$ cat config.mk
export PLATFORM = sky130hd
export DESIGN_NAME = process_slot_table
export DESIGN_NICKNAME = d
export VERILOG_FILES = /design/src/design/pst_pkg.sv /design/src/design/process_slot_table.sv /design/src/design/pst_cell.sv
export VERILOG_INCLUDE_DIRS = /design/src /design/src/design
export SDC_FILE = /design/constraint.sdc
export NUM_CORES = 1
export LEC_CHECK = 0
export ABC_AREA = 1
export BUFFER_PORTS_ARGS = -buffer_cell sky130_fd_sc_hd__buf_2
export CORE_MARGIN = 4
export CORE_UTILIZATION = 30
export DETAILED_ROUTE_END_ITERATION = 16
export HOLD_SLACK_MARGIN = 0.1
export SYNTH_ARGS = -nofsm -noshare
export SYNTH_HDL_FRONTEND = slang
export SYNTH_SLANG_ARGS = --single-unit
$ cat constraint.sdc
create_clock -name i_clk -period 4.25 [get_ports i_clk]
set_input_delay 0.6375 -clock i_clk [delete_from_list [all_inputs] [get_ports i_clk]]
set_output_delay 0.6375 -clock i_clk [all_outputs]
set_load 0.01 [all_outputs]
$ cat src/design/process_slot_table_macros.svh
// assertion macros for the process slot table
`ifndef PROCESS_SLOT_TABLE_MACROS_SVH
`define PROCESS_SLOT_TABLE_MACROS_SVH
`ifndef SYNTHESIS
`define PST_ASSERT_IMP(lbl, clk, rstn, ante, cons) \
    lbl: assert property (@(posedge clk) disable iff (!rstn) (ante) |-> (cons)) \
        else $error("pst check failed");
`define PST_ASSERT_NXT(lbl, clk, rstn, ante, cons) \
    lbl: assert property (@(posedge clk) disable iff (!rstn) (ante) |=> (cons)) \
        else $error("pst check failed");
`else
`define PST_ASSERT_IMP(lbl, clk, rstn, ante, cons)
`define PST_ASSERT_NXT(lbl, clk, rstn, ante, cons)
`endif
`endif

$ cat src/design/pst_pkg.sv
// shared types, codes and helpers of the process slot table
`default_nettype none
package pst_pkg;

    localparam int PID_W       = 15;
    localparam int SLOT_COUNT_D = 16;
    localparam int PID_LIMIT_D  = 32767;

    localparam logic [2:0] OP_ALLOC = 3'd0;
    localparam logic [2:0] OP_TRANS = 3'd1;
    localparam logic [2:0] OP_EXIT  = 3'd2;
    localparam logic [2:0] OP_REAP  = 3'd3;
    localparam logic [2:0] OP_QUERY = 3'd4;

    localparam logic [2:0] ST_FREE     = 3'd0;
    localparam logic [2:0] ST_CREATING = 3'd1;
    localparam logic [2:0] ST_RUNNABLE = 3'd2;
    localparam logic [2:0] ST_BLOCKED  = 3'd3;
    localparam logic [2:0] ST_EXITED   = 3'd4;
    localparam logic [2:0] ST_ZOMBIE   = 3'd5;
    localparam logic [2:0] ST_REAPED   = 3'd6;

    localparam logic [1:0] WM_NONE = 2'd0;
    localparam logic [1:0] WM_ANY  = 2'd1;
    localparam logic [1:0] WM_PID  = 2'd2;

    localparam logic [3:0] STS_OK          = 4'd0;
    localparam logic [3:0] STS_FULL        = 4'd1;
    localparam logic [3:0] STS_BAD_PARENT  = 4'd2;
    localparam logic [3:0] STS_EXHAUSTED   = 4'd3;
    localparam logic [3:0] STS_NOT_FOUND   = 4'd4;
    localparam logic [3:0] STS_ILLEGAL     = 4'd5;
    localparam logic [3:0] STS_NOT_EXIT    = 4'd6;
    localparam logic [3:0] STS_NOT_ZOMBIE  = 4'd7;
    localparam logic [3:0] STS_NO_SLOT     = 4'd8;

    typedef enum logic [2:0] {
        CK_NONE, CK_SCAN_LIVE, CK_SCAN_FREE, CK_WAKE,
        CK_WR_CREATE, CK_WR_STATE, CK_WR_EXIT, CK_WR_FREE
    } t_ckind;

    typedef enum logic [3:0] {
        S_IDLE, S_PARENT, S_NEXT, S_CAND, S_FREE, S_LOOK, S_WRITE, S_WAKE, S_DONE
    } t_fsm;

    typedef struct packed {
        t_ckind      kind;
        logic [2:0]  nst;
        logic [1:0]  wmode;
        logic [14:0] wpid;
        logic [14:0] tpid;
        logic [31:0] code;
    } t_ccmd;

    typedef struct packed {
        logic       tok;
        logic       found;
        logic [2:0] st;
        logic [4:0] cnt;
    } t_wave;

    function automatic logic edge_ok(input logic [2:0] from, input logic [2:0] to);
        logic r;
        r = 1'b0;
        case (from)
            ST_CREATING: r = (to == ST_RUNNABLE) || (to == ST_EXITED);
            ST_RUNNABLE: r = (to == ST_BLOCKED) || (to == ST_EXITED) || (to == ST_ZOMBIE);
            ST_BLOCKED:  r = (to == ST_RUNNABLE) || (to == ST_EXITED) || (to == ST_ZOMBIE);
            ST_EXITED:   r = (to == ST_ZOMBIE);
            ST_ZOMBIE:   r = (to == ST_REAPED);
            ST_REAPED:   r = (to == ST_FREE);
            ST_FREE:     r = (to == ST_CREATING) || (to == ST_RUNNABLE);
            default:     r = 1'b0;
        endcase
        return r;
    endfunction

endpackage
`default_nettype wire

$ cat src/design/process_slot_table.sv
// process slot table top level: sequencer and chain of slot cells
//
//  channel   direction  handshake            payload
//  in        to block   i_valid / o_stall    operation, pids, state, wait, exit code
//  out       from block o_valid / i_stall    status, pid, state, woken count
//  cfg       to block   i_cfg_wr_en          first pid
//
// every table scan walks the cell chain, one cell a cycle
// alloc: parent scan if a parent pid is given, a scan per pid candidate, free slot scan, write, done
// the block goes back to idle before it takes the next item; reset frees all slots at once
// a stalled result holds the block in done, one item at a time
`default_nettype none
`include "process_slot_table_macros.svh"
module process_slot_table #(
    parameter int SLOT_COUNT = pst_pkg::SLOT_COUNT_D,
    parameter int PID_LIMIT  = pst_pkg::PID_LIMIT_D
) (
    input  wire logic        i_clk,
    input  wire logic        i_rst_n,
    input  wire logic        i_valid,
    output logic             o_stall,
    input  wire logic [2:0]  i_operation,
    input  wire logic [14:0] i_target_pid,
    input  wire logic [2:0]  i_req_state,
    input  wire logic [1:0]  i_wait_mode,
    input  wire logic [14:0] i_wait_pid,
    input  wire logic signed [31:0] i_exit_code,
    output logic             o_valid,
    input  wire logic        i_stall,
    output logic [3:0]       o_status,
    output logic [14:0]      o_result_pid,
    output logic [2:0]       o_result_state,
    output logic [4:0]       o_woken_count,
    input  wire logic        i_cfg_wr_en,
    input  wire logic [14:0] i_cfg_wr_data
);
    import pst_pkg::*;

    localparam int LW     = $clog2(PID_LIMIT + 1);
    localparam int CW     = (LW > PID_W) ? LW : PID_W;
    localparam int TW     = LW;
    localparam int UW     = $clog2(SLOT_COUNT + 1);
    localparam logic [CW:0]   LIMIT_V = (CW + 1)'(PID_LIMIT);
    localparam logic [TW-1:0] TRIES_V = TW'(PID_LIMIT);
    localparam logic [UW-1:0] FULL_V  = UW'(SLOT_COUNT);

    t_fsm          r_fsm, n_fsm;
    logic [2:0]    r_op;
    logic [14:0]   r_tpid;
    logic [2:0]    r_nst;
    logic [1:0]    r_wmode;
    logic [14:0]   r_wpid;
    logic [31:0]   r_code;
    logic [CW-1:0] r_cand, r_cnt, n_cnt_adv;
    logic [CW:0]   cnt_inc;
    logic [TW-1:0] r_tries;
    logic [UW-1:0] r_used;
    logic          r_start, n_start;
    t_ckind        r_wkind;
    logic [3:0]    r_status;
    logic [14:0]   r_rpid;
    logic [2:0]    r_rstate;
    logic [4:0]    r_woken;
    logic          r_ovalid;

    t_ccmd         cmd;
    logic [CW-1:0] key;
    t_wave         w_chain [SLOT_COUNT+1];
    t_wave         w_end;
    logic          acc, done, out_free, is_scan_n, in_scan;

    assign acc      = i_valid && !o_stall;
    assign o_stall  = (r_fsm != S_IDLE);
    assign w_end    = w_chain[SLOT_COUNT];
    assign done     = w_end.tok;
    assign out_free = !r_ovalid || !i_stall;
    assign o_valid  = r_ovalid;
    assign in_scan  = (r_fsm == S_PARENT) || (r_fsm == S_CAND) || (r_fsm == S_FREE) ||
                      (r_fsm == S_LOOK) || (r_fsm == S_WAKE);

    assign cnt_inc   = {1'b0, r_cnt} + {{CW{1'b0}}, 1'b1};
    assign n_cnt_adv = (cnt_inc > LIMIT_V) ? CW'(2) : cnt_inc[CW-1:0];

    // next state
    always_comb begin
        n_fsm = r_fsm;
        unique case (r_fsm)
            S_IDLE: begin
                if (acc) begin
                    if (i_operation == OP_ALLOC) begin
                        if (r_used >= FULL_V)        n_fsm = S_DONE;
                        else if (i_target_pid != '0) n_fsm = S_PARENT;
                        else                         n_fsm = S_NEXT;
                    end else begin
                        n_fsm = S_LOOK;
                    end
                end
            end
            S_PARENT: if (done) n_fsm = w_end.found ? S_NEXT : S_DONE;
            S_NEXT: begin
                if (r_tries == TRIES_V) n_fsm = S_DONE;
                else if (r_cnt == '0)   n_fsm = S_NEXT;
                else                    n_fsm = S_CAND;
            end
            S_CAND: if (done) n_fsm = w_end.found ? S_NEXT : S_FREE;
            S_FREE: if (done) n_fsm = w_end.found ? S_WRITE : S_DONE;
            S_LOOK: begin
                if (done) begin
                    n_fsm = S_DONE;
                    if (w_end.found) begin
                        case (r_op)
                            OP_TRANS: if (edge_ok(w_end.st, r_nst)) n_fsm = S_WRITE;
                            OP_EXIT:  if (w_end.st != ST_ZOMBIE)    n_fsm = S_WRITE;
                            OP_REAP:  if (w_end.st == ST_ZOMBIE)    n_fsm = S_WRITE;
                            default:  n_fsm = S_DONE;
                        endcase
                    end
                end
            end
            S_WRITE: n_fsm = (r_op == OP_EXIT) ? S_WAKE : S_DONE;
            S_WAKE:  if (done) n_fsm = S_DONE;
            S_DONE:  if (out_free) n_fsm = S_IDLE;
            default: n_fsm = S_IDLE;
        endcase
    end

    assign is_scan_n = (n_fsm == S_PARENT) || (n_fsm == S_CAND) || (n_fsm == S_FREE) ||
                       (n_fsm == S_LOOK) || (n_fsm == S_WAKE);
    assign n_start   = is_scan_n && (n_fsm != r_fsm);

    // cell command
    always_comb begin
        cmd.nst   = r_nst;
        cmd.wmode = r_wmode;
        cmd.wpid  = r_wpid;
        cmd.tpid  = r_tpid;
        cmd.code  = r_code;
        cmd.kind  = CK_NONE;
        key       = CW'(r_tpid);
        unique case (r_fsm)
            S_PARENT, S_LOOK: cmd.kind = CK_SCAN_LIVE;
            S_CAND: begin
                cmd.kind = CK_SCAN_LIVE;
                key      = r_cand;
            end
            S_FREE:  cmd.kind = CK_SCAN_FREE;
            S_WAKE:  cmd.kind = CK_WAKE;
            S_WRITE: begin
                cmd.kind = r_wkind;
                key      = r_cand;
            end
            default: cmd.kind = CK_NONE;
        endcase
    end

    assign w_chain[0] = '{tok: r_start, found: 1'b0, st: ST_FREE, cnt: 5'd0};

    for (genvar g = 0; g < SLOT_COUNT; g++) begin : g_cell
        pst_cell #(.PID_CW(CW)) u_cell (
            .i_clk  (i_clk),
            .i_rst_n(i_rst_n),
            .i_cmd  (cmd),
            .i_key  (key),
            .i_wave (w_chain[g]),
            .o_wave (w_chain[g+1])
        );
    end

    always_ff @(posedge i_clk) begin
        if (!i_rst_n) begin
            r_fsm    <= S_IDLE;
            r_start  <= 1'b0;
            r_used   <= '0;
            r_cnt    <= CW'(1);
            r_ovalid <= 1'b0;
        end else begin
            r_fsm    <= n_fsm;
            r_start  <= n_start;
            r_ovalid <= ((r_fsm == S_DONE) && out_free) || (r_ovalid && i_stall);
            if (i_cfg_wr_en) begin
                r_cnt <= CW'(i_cfg_wr_data);
            end else if ((r_fsm == S_NEXT) && (r_tries != TRIES_V)) begin
                r_cnt <= n_cnt_adv;
            end
            unique case (r_fsm)
                S_FREE: if (done && w_end.found) r_used <= r_used + UW'(1);
                S_LOOK: begin
                    if (done && w_end.found && (r_op == OP_REAP) &&
                        (w_end.st == ST_ZOMBIE) && (r_used != '0)) begin
                        r_used <= r_used - UW'(1);
                    end
                end
                default: begin
                end
            endcase
        end
    end

    always_ff @(posedge i_clk) begin
        unique case (r_fsm)
            S_IDLE: begin
                if (acc) begin
                    r_op     <= i_operation;
                    r_tpid   <= i_target_pid;
                    r_nst    <= i_req_state;
                    r_wmode  <= i_wait_mode;
                    r_wpid   <= i_wait_pid;
                    r_code   <= i_exit_code;
                    r_tries  <= '0;
                    r_rpid   <= '0;
                    r_rstate <= ST_FREE;
                    r_woken  <= '0;
                    r_status <= ((i_operation == OP_ALLOC) && (r_used >= FULL_V)) ?
                                STS_FULL : STS_OK;
                end
            end
            S_PARENT: if (done && !w_end.found) r_status <= STS_BAD_PARENT;
            S_NEXT: begin
                if (r_tries == TRIES_V) begin
                    r_status <= STS_EXHAUSTED;
                end else begin
                    r_cand  <= r_cnt;
                    r_tries <= r_tries + TW'(1);
                end
            end
            S_FREE: begin
                if (done) begin
                    if (w_end.found) begin
                        r_wkind  <= CK_WR_CREATE;
                        r_rpid   <= r_cand[14:0];
                        r_rstate <= ST_CREATING;
                    end else begin
                        r_status <= STS_NO_SLOT;
                    end
                end
            end
            S_LOOK: begin
                if (done) begin
                    if (!w_end.found) begin
                        r_status <= STS_NOT_FOUND;
                    end else begin
                        case (r_op)
                            OP_TRANS: begin
                                if (edge_ok(w_end.st, r_nst)) begin
                                    r_wkind  <= CK_WR_STATE;
                                    r_rpid   <= r_tpid;
                                    r_rstate <= r_nst;
                                end else begin
                                    r_status <= STS_ILLEGAL;
                                    r_rstate <= w_end.st;
                                end
                            end
                            OP_EXIT: begin
                                if (w_end.st == ST_ZOMBIE) begin
                                    r_status <= STS_NOT_EXIT;
                                    r_rstate <= ST_ZOMBIE;
                                end else begin
                                    r_wkind  <= CK_WR_EXIT;
                                    r_rpid   <= r_tpid;
                                    r_rstate <= edge_ok(w_end.st, ST_ZOMBIE) ?
                                                ST_ZOMBIE : w_end.st;
                                end
                            end
                            OP_REAP: begin
                                if (w_end.st != ST_ZOMBIE) begin
                                    r_status <= STS_NOT_ZOMBIE;
                                    r_rstate <= w_end.st;
                                end else begin
                                    r_wkind  <= CK_WR_FREE;
                                    r_rpid   <= r_tpid;
                                    r_rstate <= ST_FREE;
                                end
                            end
                            default: begin
                                r_rpid   <= r_tpid;
                                r_rstate <= w_end.st;
                            end
                        endcase
                    end
                end
            end
            S_WAKE: if (done) r_woken <= w_end.cnt;
            S_DONE: begin
                if (out_free) begin
                    o_status       <= r_status;
                    o_result_pid   <= r_rpid;
                    o_result_state <= r_rstate;
                    o_woken_count  <= r_woken;
                end
            end
            default: begin
            end
        endcase
    end

    `PST_ASSERT_IMP(a_used_bound, i_clk, i_rst_n, 1'b1, r_used <= FULL_V)
    `PST_ASSERT_IMP(a_scan_end, i_clk, i_rst_n, done, in_scan)
    `PST_ASSERT_NXT(a_write_once, i_clk, i_rst_n, r_fsm == S_WRITE, r_fsm != S_WRITE)
    `PST_ASSERT_NXT(a_accept_busy, i_clk, i_rst_n, acc, r_fsm != S_IDLE)

endmodule
`default_nettype wire

$ cat src/design/pst_cell.sv
// one slot of the table, a stage of the scan chain
`default_nettype none
module pst_cell #(
    parameter int PID_CW = 15
) (
    input  wire logic              i_clk,
    input  wire logic              i_rst_n,
    input  wire pst_pkg::t_ccmd    i_cmd,
    input  wire logic [PID_CW-1:0] i_key,
    input  wire pst_pkg::t_wave    i_wave,
    output pst_pkg::t_wave         o_wave
);
    import pst_pkg::*;

    logic [2:0]        r_st, n_st;
    logic              r_sel, n_sel;
    logic [PID_CW-1:0] r_pid, n_pid;
    logic [14:0]       r_parent, n_parent;
    logic [1:0]        r_wm, n_wm;
    logic [14:0]       r_wpid, n_wpid;
    logic [31:0]       r_code, n_code;
    t_wave             r_wave, n_wave;
    logic              live, hit;

    assign live = (r_st != ST_FREE) && (r_st != ST_REAPED);

    always_comb begin
        n_st     = r_st;
        n_sel    = r_sel;
        n_pid    = r_pid;
        n_parent = r_parent;
        n_wm     = r_wm;
        n_wpid   = r_wpid;
        n_code   = r_code;
        n_wave   = i_wave;
        hit      = 1'b0;
        case (i_cmd.kind)
            CK_SCAN_LIVE, CK_SCAN_FREE: begin
                if (i_wave.tok) begin
                    if (i_cmd.kind == CK_SCAN_LIVE) begin
                        hit = live && (r_pid == i_key) && (i_key != '0);
                    end else begin
                        hit = (r_st == ST_FREE);
                    end
                    n_sel = hit && !i_wave.found;
                    if (n_sel) begin
                        n_wave.found = 1'b1;
                        n_wave.st    = r_st;
                    end
                end
            end
            CK_WAKE: begin
                if (i_wave.tok && (r_st == ST_BLOCKED) &&
                    ((r_wm == WM_ANY) || ((r_wm == WM_PID) && (r_wpid == i_cmd.tpid)))) begin
                    n_st = ST_RUNNABLE;
                    n_wm = WM_NONE;
                    n_wpid = '0;
                    n_wave.cnt = i_wave.cnt + 5'd1;
                end
            end
            CK_WR_CREATE: begin
                if (r_sel) begin
                    n_st     = ST_CREATING;
                    n_pid    = i_key;
                    n_parent = i_cmd.tpid;
                    n_wm     = WM_NONE;
                    n_wpid   = '0;
                    n_code   = '0;
                end
            end
            CK_WR_STATE: begin
                if (r_sel) begin
                    n_st = i_cmd.nst;
                    if (i_cmd.nst == ST_BLOCKED) begin
                        n_wm   = i_cmd.wmode;
                        n_wpid = i_cmd.wpid;
                    end else begin
                        n_wm   = WM_NONE;
                        n_wpid = '0;
                    end
                end
            end
            CK_WR_EXIT: begin
                if (r_sel) begin
                    n_code = i_cmd.code;
                    if (edge_ok(r_st, ST_ZOMBIE)) begin
                        n_st = ST_ZOMBIE;
                    end
                    n_wm   = WM_NONE;
                    n_wpid = '0;
                end
            end
            CK_WR_FREE: begin
                if (r_sel) begin
                    n_st     = ST_FREE;
                    n_pid    = '0;
                    n_parent = '0;
                    n_wm     = WM_NONE;
                    n_wpid   = '0;
                    n_code   = '0;
                end
            end
            default: begin
            end
        endcase
    end

    always_ff @(posedge i_clk) begin
        if (!i_rst_n) begin
            r_st       <= ST_FREE;
            r_sel      <= 1'b0;
            r_wave.tok <= 1'b0;
        end else begin
            r_st       <= n_st;
            r_sel      <= n_sel;
            r_wave.tok <= n_wave.tok;
        end
    end

    always_ff @(posedge i_clk) begin
        r_pid        <= n_pid;
        r_parent     <= n_parent;
        r_wm         <= n_wm;
        r_wpid       <= n_wpid;
        r_code       <= n_code;
        r_wave.found <= n_wave.found;
        r_wave.st    <= n_wave.st;
        r_wave.cnt   <= n_wave.cnt;
    end

    assign o_wave = r_wave;

endmodule
`default_nettype wire

## After elaboration in Yosys (flattened, before gate mapping)

Cells that the tools add are included.

- Output and inout port bits: 29
- Word-level logic and storage cells: 1,336
- Input port bits: 90
- Register bits after elaboration: 887

- Muxes and demuxes: 536
- Bitwise operators: 1
- Reduce and logical (&&, ||, !) cells: 314
- Equal/unequal tests: 299
- Add/subtract/negate cells: 19
- $lt $le $gt $ge: 2

Operators by type and width:

| cell | number |
|---|---|
| 15-bit two-way mux | 78 |
| 15-bit one-hot mux with 3 select lines | 18 |
| 15-bit one-hot mux with 2 select lines | 17 |
| 15-bit == test | 32 |
| 3-bit two-way mux | 113 |
| 4-bit two-way mux | 73 |
| 2-bit by 1-bit != test with 1-bit output (second input constant) | 121 |
| 3-bit one-hot mux with 5 select lines | 16 |
| 5-bit two-way mux | 34 |
| 1-bit logical AND | 122 |
| 3-bit by 2-bit == test with 1-bit output (second input constant) | 40 |
| 7-bit AND reduction | 16 |
| 1-bit two-way mux | 109 |
| 2-bit two-way mux | 50 |
| 2-bit one-hot mux with 3 select lines | 16 |
| 5-bit by 1-bit adder with 5-bit output (second input constant) | 16 |
| 3-bit == test (second input constant) | 26 |
| 4-bit AND reduction | 16 |
| 3-bit != test (second input constant) | 20 |
| 3-bit AND reduction | 20 |
| 3-bit logical NOT | 19 |
| 3-bit OR reduction | 19 |
| 3-bit nonzero test | 18 |
| 2-bit AND reduction | 19 |
| other kinds (40) | 143 |

## Depth between registers and ports, before layout

- Word-level depth: 19
- Depth in mapped cells: 20
- Gate-level depth less buffers: 17

## Hierarchy

A second synthesis with hierarchy kept.

- Cells, all modules: 6,279
- Area, all modules: 49,336.1 um^2

Modules (own cells, without submodules):

| module | instances | cells each | area an instance (um^2) | seq. area each (um^2) |
|---|---|---|---|---|
| pst_cell (g_cell[10].u_cell ...) | 14 | 348 | 2,592.5 | 1,241.2 |
| process_slot_table | 1 | 723 | 7,863.8 | 5,205.0 |
| pst_cell (g_cell[2].u_cell) | 1 | 343 | 2,590.0 | 1,241.2 |
| pst_cell (g_cell[0].u_cell) | 1 | 341 | 2,587.5 | 1,241.2 |

## Worst setup path before layout

No wires, ideal clock.

- Path kind: register to register
- From: register r_fsm[1]
- To: register g_cell[14].u_cell.r_pid[0], enable pin
- Stages on the path, launching flop included: 11
- Clock period less this slack: 3,100 ps
- Path slack: 1,150 ps
- Required time: 3,844 ps
- Buffers on the path: 4
- Data arrival time: 2,694 ps
- Setup time: 406 ps
- Path through: dfxtp_1 > buf_4 > inv_2 > nor2_2 > nand2_8 > buf_4 > inv_1 > buf_2 > buf_1 > nand2_1 > nor3_1

- Word-level cells in the longest chain between the ends: 6
- Elaborated cells between the ends (all ways): 14
- Those cells by class: eq/ne (10); mux (1); reduce/logical (3)

RTL lines:

| element | RTL line | RTL |
|---|---|---|
| start, declared | process_slot_table.sv:47 | `t_fsm r_fsm, n_fsm;` |
| start signal, assigned | process_slot_table.sv:177 | `r_fsm <= n_fsm;` |
| 4-bit by 1-bit == test with 1-bit output (tied with other cells) | process_slot_table.sv:140 | `unique case (r_fsm)` |
| 3-bit OR reduction (no source line) | n/a |  |
| 3-bit one-hot mux with 4 select lines * | process_slot_table.sv:140 |  |
| 3-bit == test | n/a |  |
| 2-bit by 1-bit != test with 1-bit output (no source line) or 2-bit nonzero test (tied branches) | n/a |  |
| 3-bit AND reduction (no source line) * | n/a |  |
| end signal, assigned | pst_cell.sv:121 | `r_pid <= n_pid;` |
| end, declared | pst_cell.sv:17 | `logic [PID_CW-1:0] r_pid, n_pid;` |

Every way passes the cells marked *; elsewhere a longest branch is shown, timed or not.
A chain may end at the register's enable or synchronous reset.

## Worst setup path after layout

- From: register r_fsm[1]
- To: register g_cell[15].u_cell.r_sel

- Word-level cells in the longest chain between the ends: 10
- Elaborated cells between the ends (all ways): 22
- Those cells by class: eq/ne (9); mux (5); reduce/logical (8)

RTL lines:

| element | RTL line | RTL |
|---|---|---|
| 4-bit by 2-bit == test with 1-bit output or 4-bit by 3-bit == test with 1-bit output (tied branches) | process_slot_table.sv:140 |  |
| 2-bit OR reduction (no source line) | n/a |  |
| 15-bit two-way mux | process_slot_table.sv:140 |  |
| 15-bit == test | pst_cell.sv:41 | `hit = live && (r_pid == i_key) && (i_key != '0);` |
| 1-bit logical AND (2 in series) | pst_cell.sv:41 |  |
| 1-bit two-way mux | pst_cell.sv:40 | `if (i_cmd.kind == CK_SCAN_LIVE) begin` |
| 1-bit two-way mux | pst_cell.sv:39 | `if (i_wave.tok) begin` |
| 1-bit two-way mux | pst_cell.sv:37 | `case (i_cmd.kind)` |
| 1-bit logical AND | pst_cell.sv:45 | `n_sel = hit && !i_wave.found;` |
| end signal, assigned | pst_cell.sv:115 | `r_sel <= n_sel;` |
| end, declared | pst_cell.sv:16 | `logic r_sel, n_sel;` |

Parallel ways exist; a longest one is shown, timed or not. The select of a mux whose other input is x is not followed.

==> impl_metrics.yaml <==
synth:
  ys_warn_count: 0
  ys_seq_area_frac: 0.5915
  synth_top_family_by_area: "simple AND/OR/NAND/NOR gates"
  synth_seq_cells: 876
  synthesis.area_sq_um: 40410
  synth_most_common_cell: "nand2_1"
  synthMuxAreaShare: 0.002229
  synthFlopType: "edfxtp_1"
  synth-xor-area-share: 0.02817
  syn_nets: 4452
  yosysUniqueCellTypes: 59
  synthSimpleGateAreaFrac: 0.2542
  synthTopCellsByArea: "edfxtp_1 (47%), dfxtp_1 (12%), nand2_1 (11%)"
  synth_compound_area_frac: 0.05480
  synth_fa_ha_area_frac: 0.006688
  syn-instance-count: 4341
  synth_top_area_frac: 0.4726
  synth_top_cell_by_area: "edfxtp_1"
  synth_edf_count: 636
  synthTopCellsByCount: "nand2_1 (1,232), edfxtp_1 (636), inv_1 (495)"
  avgSynthCellArea_sq_um: 9.309
  synth_async_sr_flop_share: 0
detailed_routing:
  drt_wl_total_um: 131500
  post-route-drc-count: 0
  drt_iter0_markers: 3726
  via_count: 31640
  drtAntennaViolNets: 0
  dr.pass1.iters: 10
  post_drt_wl_per_cell_um: 20.54
  via_per_inst: 4.943
sta:
  skew_ps: 43.33
  rsz0062_at_grt: "false"
  whs_ps: 158.0
  max_freq_mhz: 273.6
  layout_setup_ws_ps: 594.5
  finalCriticalPeriod_ps: 3655
  setup_violations: 0
  period_share: 0.8601
  final_max_slew_viol_count: 0
  hold_viol_final: 0
  fin_tns_setup_ps: 0
  worst_slew_pin_slew_ps: 1233
  slew_headroom: 0.1779
clocking:
  cts_setup_buffers: 0
  clk_latency_ps: 700
  root_buffer: "clkbuf_16"
  cts_buffers: 94
  clk_pin_slew_ps: 60
  clockBufferDepth: 3
  clock_sinks: 876
  cts_tree: "yes"
  h-tree-depth: 3
power_and_ir_drop:
  powerDensity_nw_per_um2: 414.5
  p_leak_nw: 19.22
  design_power_total_w: 0.01955
  ir_drop_v: 0.0003392
place:
  portBuffers: 86
  place.gp.congestion: 0.9516
  dp_hpwl_um: 90880
  place_ws_ps: 664.7
layout:
  fin_util: 0.3529
  area_growth_pct: 16.69
  layout-drive-gt1-share: 0.1164
  nets: 4661
worst_setup_path:
  critPathSlowestCell: "dfxtp_1"
  r2r-start: "r_fsm[1]"
  cp_common_cell: "nand2_1"
  critPathLaunchType: "register"
  cp.required_ps: 4810
  crit_arrival_ps: 4220
  cp_num_buf_inv: 1
  rrSetupSlack_ps: 590
  path_class: "reg2reg"
  reg2regPathDepth: 15
  crit_family: "simple AND/OR/NAND/NOR gates"
  crit_fanout: 21
  end_kind: "register"
  slowest_delay_ps: 510
  worstReg2RegEnd: "g_cell[15].u_cell.r_sel"
  crit_chain: "inv_2 > nor2_2 > nand2_8 > nand2_4 > nand2_8 > nand2_1 > nand2_1 > nor2_2 > nand2_2 > nor2_4 > nor2_1 > nand2_1 > nand2_2 > nand3_2 > a21oi_1"
global_routing:
  grt_usage: 0.1810
  grt_pass1_vias: 29070
  antenna_found_initial: 4
  grt_overflow: 0
  grt_pass1_wl_um: 189700
  grt_max_degree: 69
floorplanning:
  row_count: 134
  dieArea_sq_um: 140600
  initial_core_util: 0.3024
  die-height_um: 375.0
  die_w_um: 375.0
  core_sq_um: 133600
  io_pins: 119
min_path:
  min-delay-start: "i_operation[0]"
  hold_path_end: "r_op[0]"
  holdCritPathClass: "in2reg"
  hold_depth: 1
outcome:
  status: "finished clean"
run:
  max_cap_violations: 0
[worst max-delay path by stage]
stage,start,to,slack [ps],cells after the start
detailed placement,r_fsm[3],g_cell[11].u_cell.r_sel,660,14
floorplan,r_fsm[1],g_cell[14].u_cell.r_pid[0],1150,10
global placement,r_fsm[3],g_cell[11].u_cell.o_wave[5],670,15
finish,r_fsm[1],g_cell[15].u_cell.r_sel,590,15
global route,r_fsm[1],g_cell[3].u_cell.o_wave[6],400,15
CTS,r_fsm[1],g_cell[3].u_cell.o_wave[7],640,15
[worst reg2reg max path: stages (launching register included)]
cell and delay (ps):
dfxtp_1 510, inv_2 70, nor2_2 220, nand2_8 210, nand2_4 480, nand2_8 140
nand2_1 490, nand2_1 140, nor2_2 250, nand2_2 100, nor2_4 280, nor2_1 100
nand2_1 220, nand2_2 140, nand3_2 110, a21oi_1 70
[through the flow]
stage                     area [sq um]  cells
after floorplan                  40410   4341
after global placement           43600   6201
after detailed placement         43600   6201
after CTS                        47150   6399
after global routing             47150   6399
final                            47160   6401
[kinds of logic (layout without fill, tap and decap cells)]
kind of cell	after synthesis	in the layout
and+or+nand+nor	2305	2305
DFF	876	876
buffers and inverters	616	906
AOI/OAI and AO/OA	385	385
xor gates and xnor gates	130	130
adders and majority gates	21	21
muxes	8	8
other	0	2
[metal layers]
layer  vias to the layer above  wire length, um  track usage  part of all wire
li1                      14870                -            -                 -
met1                     15140            55110       0.2472              0.42
met2                      1400            58150       0.2822              0.44
met3                       235            12940      0.03575             0.098
met4                         2             5259      0.07264             0.040
met5                         -               12            0          0.000091
[placed cells by master (no fill, tap or decap), drive strengths merged, types with 5 or more instances in the layout]
cell,count
nor2,421
o22ai,61
nor3b,21
inv,506
o2111ai,14
clkbuf,128
nor3,53
nand3,367
nand3b,15
a31oi,7
xor2,71
mux2,8
dlygate4sd3,21
o31ai,5
a22o,5
clkinv,36
o211ai,12
edfxtp,636
xnor2,59
bufinv,13
and3,6
or2,14
buf,201
dfxtp,240
ha,20
a211oi,11
a21oi,115
a221oi,5
nor4,7
o21ai,140
nand2,1302
nand4,96
[flip-flops by register name (all words and copies together) (netlist names), 4 cells and up]
register / flops
g_cell.u_cell.o_wave: 150
g_cell.u_cell.r_pid: 240
g_cell.u_cell.r_sel: 16
g_cell.u_cell.r_st: 48
g_cell.u_cell.r_wm: 32
g_cell.u_cell.r_wpid: 240
o_result_pid: 15
o_status: 4
o_woken_count: 5
r_cand: 15
r_cnt: 15
r_fsm: 4
r_rpid: 15
r_status: 4
r_tpid: 15
r_tries: 15
r_used: 5
r_woken: 5
r_wpid: 15
[where the power goes]
part	switching, W	total (W)	internal [W]
Combinational	0.000996	0.00138	0.000380
Sequential	0.0000958	0.00938	0.00929
Clock	0.00357	0.00879	0.00521
[area by class of cell]
cell class	instances	area, sq um
diodes	2	5.005
clock buffers	128	2654
clock inverters	49	691.9
fillers	13210	86470
inverters	507	1903
multi-input cells	2849	14160
flip-flops and latches	876	23900
well taps	1768	2212
repair buffers	222	1629
[repair_timing]
action	CTS	global route
endpoints found under the hold margin	21	0
hold buffers	21	0
gates resized for setup	0	0
No activity file was read; power rests on OpenSTA's default activity.
